**src/hdl/hlcc_pkg.sv**
```systemverilog
// Package for the hex lattice cell classifier: widths, constants, codes,
// shared structs and the divider-step and cube-round functions.
// No dependencies.
package hlcc_pkg;

	localparam int FRAC = 16;
	localparam int CW = 10;
	localparam int PXW = 12;
	localparam int PYW = 13;
	localparam int NUMW = 48;
	localparam int DVW = 30;
	localparam int DSW = 8;
	localparam int PW = DSW + 1 + DVW;
	localparam int DIV_STAGES = DVW;
	localparam int FRONT_STAGES = 3;
	localparam int BACK_STAGES = 7;
	localparam int TOTAL_STAGES = FRONT_STAGES + DIV_STAGES + BACK_STAGES;
	localparam int FW = 32;
	localparam int HW = 16;
	localparam int OW = 10;
	localparam int DXW = 25;
	localparam int AW = 24;
	localparam int MW = 24;
	localparam int CYW = 58;
	localparam int DYW = 42;
	localparam int BW = 41;
	localparam int CMPW = 52;
	localparam int LIMW = 18;

	localparam logic [32:0] SQRT3_Q32 = 33'd7439101574;
	localparam logic [22:0] TAN22_Q24 = 23'd6949350;
	localparam logic [25:0] TAN67_Q24 = 26'd40503782;

	typedef enum logic [1:0] {
		GLYPH_DASH   = 2'd0,
		GLYPH_BSLASH = 2'd1,
		GLYPH_BAR    = 2'd2,
		GLYPH_SLASH  = 2'd3
	} glyph_t;

	typedef enum logic [2:0] {
		REG_HEX_SIZE     = 3'd0,
		REG_BORDER_WIDTH = 3'd1,
		REG_ORIGIN_COL   = 3'd2,
		REG_ORIGIN_ROW   = 3'd3,
		REG_CURSOR_Q     = 3'd4,
		REG_CURSOR_R     = 3'd5
	} reg_idx_t;

	typedef struct packed {
		logic [5:0]             size;
		logic [DSW-1:0]         dvs;
		logic [7:0]             border;
		logic [CW-1:0]          ocol;
		logic [CW-1:0]          orow;
		logic signed [HW-1:0]   cur_q;
		logic signed [HW-1:0]   cur_r;
	} cfg_t;

	typedef struct packed {
		logic signed [PXW-1:0] px;
		logic signed [PYW-1:0] py;
		logic                  sq;
		logic                  sr;
	} side_t;

	typedef struct packed {
		logic signed [HW-1:0] k;
		logic [FRAC:0]        dev;
	} rnd_t;

	// one restoring step: remainder in the upper field, quotient shifts in below
	function automatic logic [PW-1:0] div_step(input logic [PW-1:0] p, input logic [DSW-1:0] d);
		logic [PW-1:0] t;
		logic [DSW:0]  hi;
		t = {p[PW-2:0], 1'b0};
		hi = t[PW-1:DVW];
		if (hi >= {1'b0, d}) begin
			t[PW-1:DVW] = hi - {1'b0, d};
			t[0] = 1'b1;
		end
		return t;
	endfunction

	// round Q.F to integer, ties away from zero, with distance to it
	function automatic rnd_t cube_rnd(input logic signed [FW-1:0] f);
		logic [FW-1:0]       m;
		logic [FW-1:0]       k;
		logic signed [FW:0]  e;
		rnd_t                o;
		m = f[FW-1] ? FW'(-f) : FW'(f);
		k = (m + (FW'(1) << (FRAC - 1))) >> FRAC;
		e = $signed({1'b0, FW'(k << FRAC)}) - $signed({1'b0, m});
		o.dev = (FRAC + 1)'(e[FW] ? -e : e);
		o.k = f[FW-1] ? -HW'(k) : HW'(k);
		return o;
	endfunction

endpackage

```
**src/hdl/hlcc_div.sv**
```systemverilog
// Pipelined restoring divider, one quotient bit per stage.
// Depends on hlcc_pkg.
module hlcc_div (
	input  logic                         clk,
	input  logic                         en,
	input  logic [hlcc_pkg::DVW-1:0]     dvd,
	input  logic [hlcc_pkg::DSW-1:0]     dvs,
	output logic [hlcc_pkg::DVW-1:0]     quo
);

	logic [hlcc_pkg::PW-1:0] p_s [hlcc_pkg::DIV_STAGES];

	always_ff @(posedge clk) begin
		if (en) begin
			p_s[0] <= hlcc_pkg::div_step({{(hlcc_pkg::DSW + 1){1'b0}}, dvd}, dvs);
		end
	end

	for (genvar i = 1; i < hlcc_pkg::DIV_STAGES; i++) begin : g_stage
		always_ff @(posedge clk) begin
			if (en) begin
				p_s[i] <= hlcc_pkg::div_step(p_s[i-1], dvs);
			end
		end
	end

	assign quo = p_s[hlcc_pkg::DIV_STAGES-1][hlcc_pkg::DVW-1:0];

endmodule

```
**config.mk**
```make
export PLATFORM = sky130hd
export DESIGN_NAME = hlcc_div
export DESIGN_NICKNAME = d
export VERILOG_FILES = /design/src/hdl/hlcc_pkg.sv /design/src/hdl/hlcc_div.sv
export SDC_FILE = /design/constraint.sdc
export NUM_CORES = 1
export LEC_CHECK = 0
export ABC_CLOCK_PERIOD_IN_PS = 3580
export BUFFER_PORTS_ARGS = -buffer_cell sky130_fd_sc_hd__buf_2
export CAP_MARGIN = 40
export CELL_PAD_IN_SITES_DETAIL_PLACEMENT = 0
export CELL_PAD_IN_SITES_GLOBAL_PLACEMENT = 2
export CORE_MARGIN = 2
export CORE_UTILIZATION = 47
export DETAILED_ROUTE_END_ITERATION = 8
export PLACE_DENSITY = 0.82
export RECOVER_POWER = 25
export SYNTH_ARGS = -nofsm -noshare
export SYNTH_HDL_FRONTEND = slang
export SYNTH_SLANG_ARGS = --single-unit
```
**constraint.sdc**
```tcl
create_clock -name clk -period 3.58 [get_ports clk]
set_clock_uncertainty 0.2 [all_clocks]
set_input_delay 0.179 -clock clk [delete_from_list [all_inputs] [get_ports clk]]
set_output_delay 0.179 -clock clk [all_outputs]
set_load 0.02 [all_outputs]
```
==> summary.md <==
| Metric | Value |
|---|---|
| Initial antenna violation count | `2` |
| Critical Path End Type | `register` |
| DP HPWL | `48400 µm` |
| Setup WS pre-CTS | `500 ps` |
| CP arrival | `3300 ps` |
| PortBufs | `69` |
| Vias in the first global route | `23811` |
| Number of flops mapped to enable cells by yosys | `1132` |
| CTS buffer count | `117` |
| Filler cell count | `around 7700` |
| Top cell type's share of synthesized area | `0.735` |
| Setup WS post-layout | `550 ps` |
| # IOs | `70` |
| Gr usage total | `0.154` |
| Cell variety after synth | `between 40 and 50` |
| Placer Congestion | `0.825` |
| Max Slew Vio Count | `0` |
| CTS root buffer | `clkbuf_16` |
| Reg area | `between 0.03 and 0.04 mm²` |
| Setup tns final | `0 ps` |
| Power, Total | `40.5 mW` |
| Min Tclk post-route | `about 3000 ps` |
| Final ANT Viol Nets | `0` |
| Core Box Area | `0.0980 mm²` |
| Area contributors post-synth | `edfxtp_1 (73%), ha_1 (6.3%), a21oi_1 (1.6%)` |
| Synth Area per Inst | `between 15 and 20 µm²` |
| Simple-gate share of the synthesized area | `0.0526` |
| Actual slew at the worst max-slew pin | `741 ps` |
| Area Growth Syn to Fin | `15.0%` |
| Via Count | `23686` |
| Top cells by count, synth | `edfxtp_1 (1132), ha_1 (234), nor2_1 (157), a21oi_1 (146), nand2_1 (146)` |
| Synthesized flop and latch total | `between 1000 and 1500` |
| Clk slew on worst S/H paths | `60 ps` |
| Worst EP required | `3850 ps` |
| Top sig layer | `met4` |
| Met2 wire length | `37200 µm` |
| CTS tree | `done` |
| Adder-cell share of the synthesized area | `0.0754` |
| Cell with the most instances after synthesis | `edfxtp_1` |
| Most used DFF post-synth | `edfxtp_1` |
| Critical-path maximum fanout | `6` |
| Drt initial violations | `1757` |
| Area of the die | `a little over 0.1 mm²` |
| Largest family of logic cells by synthesized area | `compound AO/OA/AOI/OAI gates` |
| Area of the multi-input gates | `around 0.011 mm²` |
| Row cnt | `115` |
| Post-route DRC | `0` |
| Seq/Total Area, Yosys | `0.735` |
| Post-synthesis mux area share | `0.0123` |
| Clk sinks | `1132` |
| RSZ-0062 raised after global routing | `no` |
| Top flop regs | `p_s (1132)` |
| Total power density per cell area | `approximately 760 mW/mm²` |
| Largest register FFs | `1132` |
| YS warnings | `0` |
| Biggest register | `p_s` |
| Period utilization | `0.846` |
| Global-route wire length before repair | `124000 µm` |
| Layout Nets | `3427` |
| Critical path class | `primary input to register` |
| Layout cells sized above 1 | `0.125` |
| Max Clk Rate | `0.330 GHz` |
| Placed Area | `about 0.05 mm²` |
| WL/cell | `between 15 and 20 µm` |
| Largest net degree at the start of global routing | `119` |
| Setup violators final | `0` |
| Finished Cell Area | `around 0.053 mm²` |
| Starting density of the core | `0.472` |
| Wirelength, routed | `78200 µm` |
| Leakage | `19.5 nW` |
| XOR/XNOR Fraction of Synth Area | `0.0167` |
| Final Hold Vio Count | `0` |
| Clk_lat worst skew | `720 ps` |
| Max VDD drop | `0.000432 V` |
| Global route overflow | `0` |
| Drt pass-1 iters | `5` |
| Rel. slew slack | `0.506` |
| Cells after Synth | `~2900` |
| Setup bufs post-CTS | `0` |
| Clock Path Buffers | `3` |
| HP Class | `primary input to register` |
| Hold_buf cts | `64` |
| Yosys top cell by area | `edfxtp_1` |
| Run status | `finished, final reports clean` |
| Die height | `318 µm` |
| Syn_nets | `3159` |
| PostCTS Resize Cnt | `0` |
| H-tree levels | `3` |
| Met1 Routed Length | `35800 µm` |
| Routed met3 length | `between 3000 and 4000 µm` |
| Min Hold Slack | `108 ps` |
| Async set or reset register ratio after synthesis | `0` |
| Synth Cell Area | `0.0463 mm²` |
| Die X-Extent | `318 µm` |
| Vias per std cell | `5.24` |
| # Max-Cap Violations | `0` |
| Synth Area in Compound Gates | `0.0914` |
| Critical Path Source Type | `primary input` |
## per-layer routing
layer,up-vias,track usage
li1,11565,-
met3,141,0.0283
met4,0,0.0556
met5,-,0
met2,373,0.251
met1,11607,0.208
## final timing paths
path | start | to | slack, ps | cells after the start
worst max-delay path | dvs[2] | p_s[0][30] | 550 | 9
worst min-delay path | dvs[7] | p_s[0][33] | 110 | 5
worst max register to register | p_s[1][191] | p_s[1][231] | 800 | 6
worst min register to register | p_s[0][220] | p_s[0][260] | 190 | 0
## report_power, final
part | internal (mW) | total (mW) | switching (mW)
registers | 17.4 | 18.4 | 0.978
clock network | 6.88 | 12.0 | 5.12
logic | 4.34 | 10.1 | 5.72
total | 28.7 | 40.5 | 11.8
## cell usage in the layout, fill, tap and decap left out, types with 9 or more instances in the layout
cell and instances:
edfxtp_1 1132, ha_1 234, nor2_1 157, nand2_1 146, a21oi_1 146, o21ai_0 129
clkbuf_16 117, inv_1 111, a21o_1 75, nand2b_1 74, buf_2 68, a31oi_1 64
dlygate4sd3_1 64, o21a_1 59, buf_4 51, o31ai_1 50, xor2_1 47, xnor2_1 41
a211oi_1 33, mux2_2 28, fa_1 28, clkinv_1 27, mux2i_1 24, and4_1 23
nor3_1 23, nor2b_1 22, clkbuf_1 21, and2_1 18, buf_12 18, clkinv_2 17
o221a_2 15, inv_2 15, nand3b_1 15, a31o_2 15, a21boi_0 11, bufinv_16 11
clkinvlp_4 9
## kinds of logic (layout without fill, tap and decap cells)
logic type               after synthesis  after routing
AO/OA/AOI/OAI                        643            643
adder cells (fa/ha/maj)              262            262
buffers and inverters                179            550
XOR/XNOR                              88             88
flip-flops                          1132           1132
AND/OR/NAND/NOR                      500            500
multiplexers                          53             53
other                                  0              2
## metrics by stage
step                utilization  std cells
floorplan                     -       2857
global placement          0.497       4229
detailed placement        0.497       4229
CTS                       0.543       4515
global route              0.543       4517
finish                    0.543       4517
## critical path: stages
cell           delay [ps]
dlygate4sd3_1         570
buf_2                 140
or4_1                 510
nor2_1                150
dlygate4sd3_1         630
nand3_1               170
a21oi_2               280
mux2i_1               120
dlygate4sd3_1         560
## final cells by class
type                            count  area share
Timing Repair Buffer              202      0.0327
Tap cell                         1287      0.0303
Antenna cell                        2   0.0000941
Inverter                          126     0.00889
Clock buffer                      138      0.0565
Sequential cell                  1132       0.639
Multi-Input combinational cell   1546       0.216
Clock inverter                     84      0.0169
No activity file was read; power rests on OpenSTA's default activity.
