**config.mk**
```make
export PLATFORM = sky130hd
export DESIGN_NAME = hlcc_front
export DESIGN_NICKNAME = d
export VERILOG_FILES = /design/src/hdl/hlcc_pkg.sv /design/src/hdl/hlcc_front.sv
export SDC_FILE = /design/constraint.sdc
export NUM_CORES = 1
export LEC_CHECK = 0
export ABC_AREA = 1
export CORE_ASPECT_RATIO = 0.75
export CORE_MARGIN = 2
export CORE_UTILIZATION = 30
export DETAILED_ROUTE_END_ITERATION = 6
export DONT_BUFFER_PORTS = 1
export HOLD_SLACK_MARGIN = 0.1
export SETUP_SLACK_MARGIN = 0.1
export SYNTH_ARGS = -nofsm -noshare
export SYNTH_HDL_FRONTEND = slang
export SYNTH_SLANG_ARGS = --single-unit
```
**constraint.sdc**
```tcl
create_clock -name clk -period 8.5 [get_ports clk]
set_clock_uncertainty 0.05 [all_clocks]
set_input_delay 0.85 -clock clk [delete_from_list [all_inputs] [get_ports clk]]
set_output_delay 0.85 -clock clk [all_outputs]
set_load 0.01 [all_outputs]
```
**src/hdl/hlcc_pkg.sv**
```systemverilog
// Package for the hex lattice cell classifier: widths, constants, codes,
// shared structs and the divider-step and cube-round functions.
// No dependencies.
package hlcc_pkg;

	localparam int FRAC = 16;
	localparam int CW = 10;
	localparam int PXW = 12;
	localparam int PYW = 13;
	localparam int NUMW = 48;
	localparam int DVW = 30;
	localparam int DSW = 8;
	localparam int PW = DSW + 1 + DVW;
	localparam int DIV_STAGES = DVW;
	localparam int FRONT_STAGES = 3;
	localparam int BACK_STAGES = 7;
	localparam int TOTAL_STAGES = FRONT_STAGES + DIV_STAGES + BACK_STAGES;
	localparam int FW = 32;
	localparam int HW = 16;
	localparam int OW = 10;
	localparam int DXW = 25;
	localparam int AW = 24;
	localparam int MW = 24;
	localparam int CYW = 58;
	localparam int DYW = 42;
	localparam int BW = 41;
	localparam int CMPW = 52;
	localparam int LIMW = 18;

	localparam logic [32:0] SQRT3_Q32 = 33'd7439101574;
	localparam logic [22:0] TAN22_Q24 = 23'd6949350;
	localparam logic [25:0] TAN67_Q24 = 26'd40503782;

	typedef enum logic [1:0] {
		GLYPH_DASH   = 2'd0,
		GLYPH_BSLASH = 2'd1,
		GLYPH_BAR    = 2'd2,
		GLYPH_SLASH  = 2'd3
	} glyph_t;

	typedef enum logic [2:0] {
		REG_HEX_SIZE     = 3'd0,
		REG_BORDER_WIDTH = 3'd1,
		REG_ORIGIN_COL   = 3'd2,
		REG_ORIGIN_ROW   = 3'd3,
		REG_CURSOR_Q     = 3'd4,
		REG_CURSOR_R     = 3'd5
	} reg_idx_t;

	typedef struct packed {
		logic [5:0]             size;
		logic [DSW-1:0]         dvs;
		logic [7:0]             border;
		logic [CW-1:0]          ocol;
		logic [CW-1:0]          orow;
		logic signed [HW-1:0]   cur_q;
		logic signed [HW-1:0]   cur_r;
	} cfg_t;

	typedef struct packed {
		logic signed [PXW-1:0] px;
		logic signed [PYW-1:0] py;
		logic                  sq;
		logic                  sr;
	} side_t;

	typedef struct packed {
		logic signed [HW-1:0] k;
		logic [FRAC:0]        dev;
	} rnd_t;

	// one restoring step: remainder in the upper field, quotient shifts in below
	function automatic logic [PW-1:0] div_step(input logic [PW-1:0] p, input logic [DSW-1:0] d);
		logic [PW-1:0] t;
		logic [DSW:0]  hi;
		t = {p[PW-2:0], 1'b0};
		hi = t[PW-1:DVW];
		if (hi >= {1'b0, d}) begin
			t[PW-1:DVW] = hi - {1'b0, d};
			t[0] = 1'b1;
		end
		return t;
	endfunction

	// round Q.F to integer, ties away from zero, with distance to it
	function automatic rnd_t cube_rnd(input logic signed [FW-1:0] f);
		logic [FW-1:0]       m;
		logic [FW-1:0]       k;
		logic signed [FW:0]  e;
		rnd_t                o;
		m = f[FW-1] ? FW'(-f) : FW'(f);
		k = (m + (FW'(1) << (FRAC - 1))) >> FRAC;
		e = $signed({1'b0, FW'(k << FRAC)}) - $signed({1'b0, m});
		o.dev = (FRAC + 1)'(e[FW] ? -e : e);
		o.k = f[FW-1] ? -HW'(k) : HW'(k);
		return o;
	endfunction

endpackage

```
**src/hdl/hlcc_front.sv**
```systemverilog
// Front stages: pixel offsets, cube numerators, rounded dividends for the divider.
// Depends on hlcc_pkg.
module hlcc_front (
	input  logic                          clk,
	input  logic                          en,
	input  hlcc_pkg::cfg_t                cfg,
	input  logic [hlcc_pkg::CW-1:0]       cell_col,
	input  logic [hlcc_pkg::CW-1:0]       cell_row,
	output hlcc_pkg::side_t               side,
	output logic [hlcc_pkg::DVW-1:0]      dvq,
	output logic [hlcc_pkg::DVW-1:0]      dvr
);

	logic signed [hlcc_pkg::CW:0]     dc_c, dr_c;
	logic signed [hlcc_pkg::PXW-1:0]  px_s1, px_s2;
	logic signed [hlcc_pkg::PYW-1:0]  py_s1, py_s2;
	logic signed [hlcc_pkg::NUMW-1:0] sq3_c, pyx_c, prod_c, nr_c, nr_s2;
	logic [hlcc_pkg::NUMW-1:0]        mag_r_c, mag_q_c, half_c, xr_c, xq_c;
	logic [hlcc_pkg::PXW-1:0]         apx_c;

	always_comb begin
		dc_c = $signed({1'b0, cell_col}) - $signed({1'b0, cfg.ocol});
		dr_c = $signed({1'b0, cell_row}) - $signed({1'b0, cfg.orow});
	end

	always_ff @(posedge clk) begin
		if (en) begin
			px_s1 <= {dc_c, 1'b0};
			py_s1 <= {dr_c, 2'b00};
		end
	end

	// fr numerator: -px*2^32 + sqrt3*py
	always_comb begin
		sq3_c = $signed({{(hlcc_pkg::NUMW - 33){1'b0}}, hlcc_pkg::SQRT3_Q32});
		pyx_c = hlcc_pkg::NUMW'(py_s1);
		prod_c = sq3_c * pyx_c;
		nr_c = prod_c - (hlcc_pkg::NUMW'(px_s1) <<< 32);
	end

	always_ff @(posedge clk) begin
		if (en) begin
			nr_s2 <= nr_c;
			px_s2 <= px_s1;
			py_s2 <= py_s1;
		end
	end

	// |n| + den/2, then drop the 2^16 of den
	always_comb begin
		half_c = hlcc_pkg::NUMW'(cfg.dvs) << (hlcc_pkg::FRAC - 1);
		mag_r_c = nr_s2[hlcc_pkg::NUMW-1] ? hlcc_pkg::NUMW'(-nr_s2) : hlcc_pkg::NUMW'(nr_s2);
		apx_c = px_s2[hlcc_pkg::PXW-1] ? hlcc_pkg::PXW'(-px_s2) : hlcc_pkg::PXW'(px_s2);
		mag_q_c = hlcc_pkg::NUMW'(apx_c) << 33;
		xr_c = mag_r_c + half_c;
		xq_c = mag_q_c + half_c;
	end

	always_ff @(posedge clk) begin
		if (en) begin
			dvq <= xq_c[hlcc_pkg::FRAC+hlcc_pkg::DVW-1:hlcc_pkg::FRAC];
			dvr <= xr_c[hlcc_pkg::FRAC+hlcc_pkg::DVW-1:hlcc_pkg::FRAC];
			side.px <= px_s2;
			side.py <= py_s2;
			side.sq <= px_s2[hlcc_pkg::PXW-1];
			side.sr <= nr_s2[hlcc_pkg::NUMW-1];
		end
	end

endmodule

```
==> impl_summary.log <==
[metrics] status: complete, no violations
[metrics] multiplexer share of the synthesized area: 0%
[metrics] total number of clock tree sinks: 157
[metrics] first drt pass iteration count: 5
[metrics] total track usage: 15.8%
[metrics] transition time at the pin with the least slew margin: 0.767 ns
[metrics] arrival time at the worst endpoint: 7.60 ns
[metrics] boundary pin count: 183
[metrics] area of the core: 51,300 µm²
[metrics] fraction of synthesized cell area in xor and xnor cells: 5.38%
[metrics] maximum fanout count along the critical path: 8
[metrics] post-synthesis adder-cell area fraction: 29.3%
[metrics] GPL Wtd Cong: 0.933
[metrics] max-cap check violation count: 0
[metrics] H-Tree Depth: 4
[metrics] Resized cells post-CTS: 0
[metrics] CP Launch Type: flop
[metrics] setup total negative slack: 0 ns
[metrics] average cell area after synthesis: ~9 µm²
[metrics] Critical Path Slowest Stage Cell: ha_1
[metrics] proportion of layout cells with a drive suffix above 1: 6.12%
[metrics] post-synthesis compound-gate area fraction: 6.89%
[metrics] number of setup buffers added after CTS: 0
[metrics] register bit count reported by yosys: 157
[metrics] initial antenna violation count: 0
[metrics] worst-skew pair later-pin latency: 0.49 ns
[metrics] Setup CP Type: flop to flop
[metrics] number of enable flip-flop cells after synthesis: approximately 160
[metrics] remaining max-slew budget at the tightest pin: 48.9%
[metrics] FFs w/ async S/R, synth: 0%
[metrics] ratio of routed vias to standard cells: 4.70
[metrics] share of the clock period used by the worst path after layout: approximately 87%
[metrics] number of clock buffers inserted by TritonCTS: 17
[metrics] total DRC errors in the routed layout: 0
[metrics] share of the yosys chip area belonging to registers: 30.5%
[metrics] total number of vias: 11,335
[metrics] Final Hold Fails: 0
[metrics] Iter 0 DRT Violations: 937
[metrics] number of pins with negative max-slew slack in the final report: 0
[metrics] origin of the critical flop-to-flop path: py_s1[4]
[metrics] clock transition at the register clock pins on the worst setup and hold paths after CTS: 0.07 ns
[metrics] combinational family with the most area after synthesis: adder cells
[metrics] Die Span Y: 201 µm
[metrics] total wirelength of the detailed-routed design: 41.0 mm
[metrics] post-synthesis instance area: ~15,000 µm²
[metrics] start point of the critical path: py_s1[4]
[metrics] maximum root-to-sink buffer count: 2
[metrics] setup repair after global routing missed its margin: false
[metrics] number of instances in the synthesized netlist: 1,720
[metrics] antenna cell count: 0
[metrics] hold-fix buffers at CTS: 0
[metrics] layout filler cell count: 5,221
[metrics] prevailing post-synth register cell: edfxtp_1
[metrics] Post-Route Hold Slack: 0.365 ns
[metrics] maximum clock frequency: 135 MHz
[metrics] crit path capture type: flop
[metrics] number of nets at the end of the flow: 2,119
[metrics] setup violation total in the final timing report: 0
[metrics] type of the most critical hold path: flop to flop
[metrics] total global routing overflow: 0
[metrics] DIE AREA: 53,400 µm²
[metrics] mean routed wirelength per cell: ~17 µm
[metrics] starting density of the core: a little under a third
[metrics] width of the die: 266 µm
[metrics] Detail Route Antenna Nets: 0
[metrics] Root Driver: clkbuf_16
[metrics] number of rows created at floorplan: 72
[metrics] via count of the first global-routing pass: around 11,000
[metrics] warning count from the yosys run: 0
[metrics] delay of the slowest critical-path stage: 0.79 ns
[metrics] origin of the worst min-delay path: py_s2[7]
[metrics] post-synthesis to final-layout area growth: 8.55%
[metrics] most repeated library cell on the critical path: nand2_1
[metrics] count of buffers inserted at the top-level ports: 0
[metrics] time the worst path needs with I/O delays and setup: 7.40 ns
[metrics] wire length of the first global-routing pass: about 64 mm
[metrics] post-detailed-placement half-perimeter wirelength: 34.7 mm
[metrics] CTS tree: built
[metrics] WP data required: a little under 9 ns
[metrics] count of unique library cells instantiated by Yosys: 45
[metrics] basic-gate share of the synthesized area counting and, or, nand and nor cells: 18.5%
[metrics] pin count of the biggest net entering global routing: ~160
==> sequential cells by signal (all words and copies together) (netlist names) <==
| register | count |
|---|---|
| py_s2 | 11 |
| side | 23 |
| px_s1 | 11 |
| dvr | 30 |
| nr_s2 | 43 |
| py_s1 | 11 |
| px_s2 | 11 |
| dvq | 17 |
==> cells in the mapped netlist (11+ instances only) <==
cell type / count / area (µm²)
inv_1: 335 / 1260
nand2_1: 302 / 1130
ha_1: 164 / 2050
edfxtp_1: 157 / 4710
nor2_1: 125 / 469
fa_1: 124 / 2480
nand3_1: 88 / 440
a21oi_1: 76 / 380
xor2_1: 65 / 569
o21ai_0: 45 / 225
xnor2_1: 30 / 263
nor2_2: 22 / 138
nand2_2: 19 / 119
buf_4: 18 / 135
a21o_1: 16 / 120
a31oi_1: 15 / 93.8
nand4_1: 14 / 87.6
nor3_1: 14 / 70.1
nand3b_1: 11 / 82.6
==> cells in the final DEF, fill, tap and decap left out, types with 8 or more instances in the layout <==
cell type,Yosys,layout
inv_1,335,335
nand2_1,302,302
ha_1,164,164
edfxtp_1,157,157
nor2_1,125,125
fa_1,124,124
nand3_1,88,88
a21oi_1,76,76
xor2_1,65,65
o21ai_0,45,45
xnor2_1,30,30
nor2_2,22,22
nand2_2,19,19
clkbuf_16,0,17
a21o_1,16,16
a31oi_1,15,15
conb_1,1,15
nand4_1,14,14
nor3_1,14,14
nand3b_1,11,11
o21bai_1,9,9
inv_2,9,9
nor2_4,8,8
==> kinds of logic (layout without fill, tap and decap cells) <==
family | after synthesis | in the layout
fa+ha+maj | 288 | 288
flops | 157 | 157
xor+xnor | 95 | 95
buf+inv | 366 | 380
simple gates | 629 | 629
compound gates | 184 | 184
other cells | 1 | 15
==> area by class of cell <==
class,instances,area (µm²),share of cell area (%)
well taps,666,833,4.97
multi-input cells,1211,9350,55.7
inverters,344,1290,7.69
clock buffers,18,429,2.56
flip-flops and latches,157,4710,28.1
repair buffers,4,30.0,0.179
clock inverters,14,131,0.783
==> path summary, 6_finish.rpt <==
kind / cells past startpoint / slack (ns) / to
worst max-delay path: 30 / 1.10 / nr_s2[45]
worst min-delay path: 0 / 0.37 / side[9]
worst max register to register: 30 / 1.10 / nr_s2[45]
worst min register to register: 0 / 0.37 / side[9]
==> metal layers <==
layer	up-vias	track usage, %	wire [µm]
li1	5565	-	-
met2	295	23.1	17700
met5	-	0	0
met3	33	4.07	2730
met1	5442	23.1	20000
met4	0	4.43	595
==> per-stage QoR <==
step                      std cells  util (%)  setup WS [ns]  instance area (µm²)
after global routing           2414      32.7          0.600                16800
final                          2414      32.7           1.10                16800
after detailed placement       2382      31.6           1.13                16200
after floorplan                1734         -           2.25                15500
after CTS                      2414      32.7           1.11                16800
after global placement         2382      31.6           1.17                16200
==> worst max-delay path, delay by kind of cell (launching register included) <==
family / cells / cell delay (ns)
adders and majority gates: 8 / 3.86
and+or+nand+nor: 13 / 1.29
AOI/OAI and AO/OA: 5 / 0.75
DFF: 1 / 0.65
xor gates and xnor gates: 1 / 0.26
buffers and inverters: 3 / 0.25
Power is left out: the tool's default activity adds up to more than one toggle a clock period on the data nets, which glitch-free logic cannot reach.
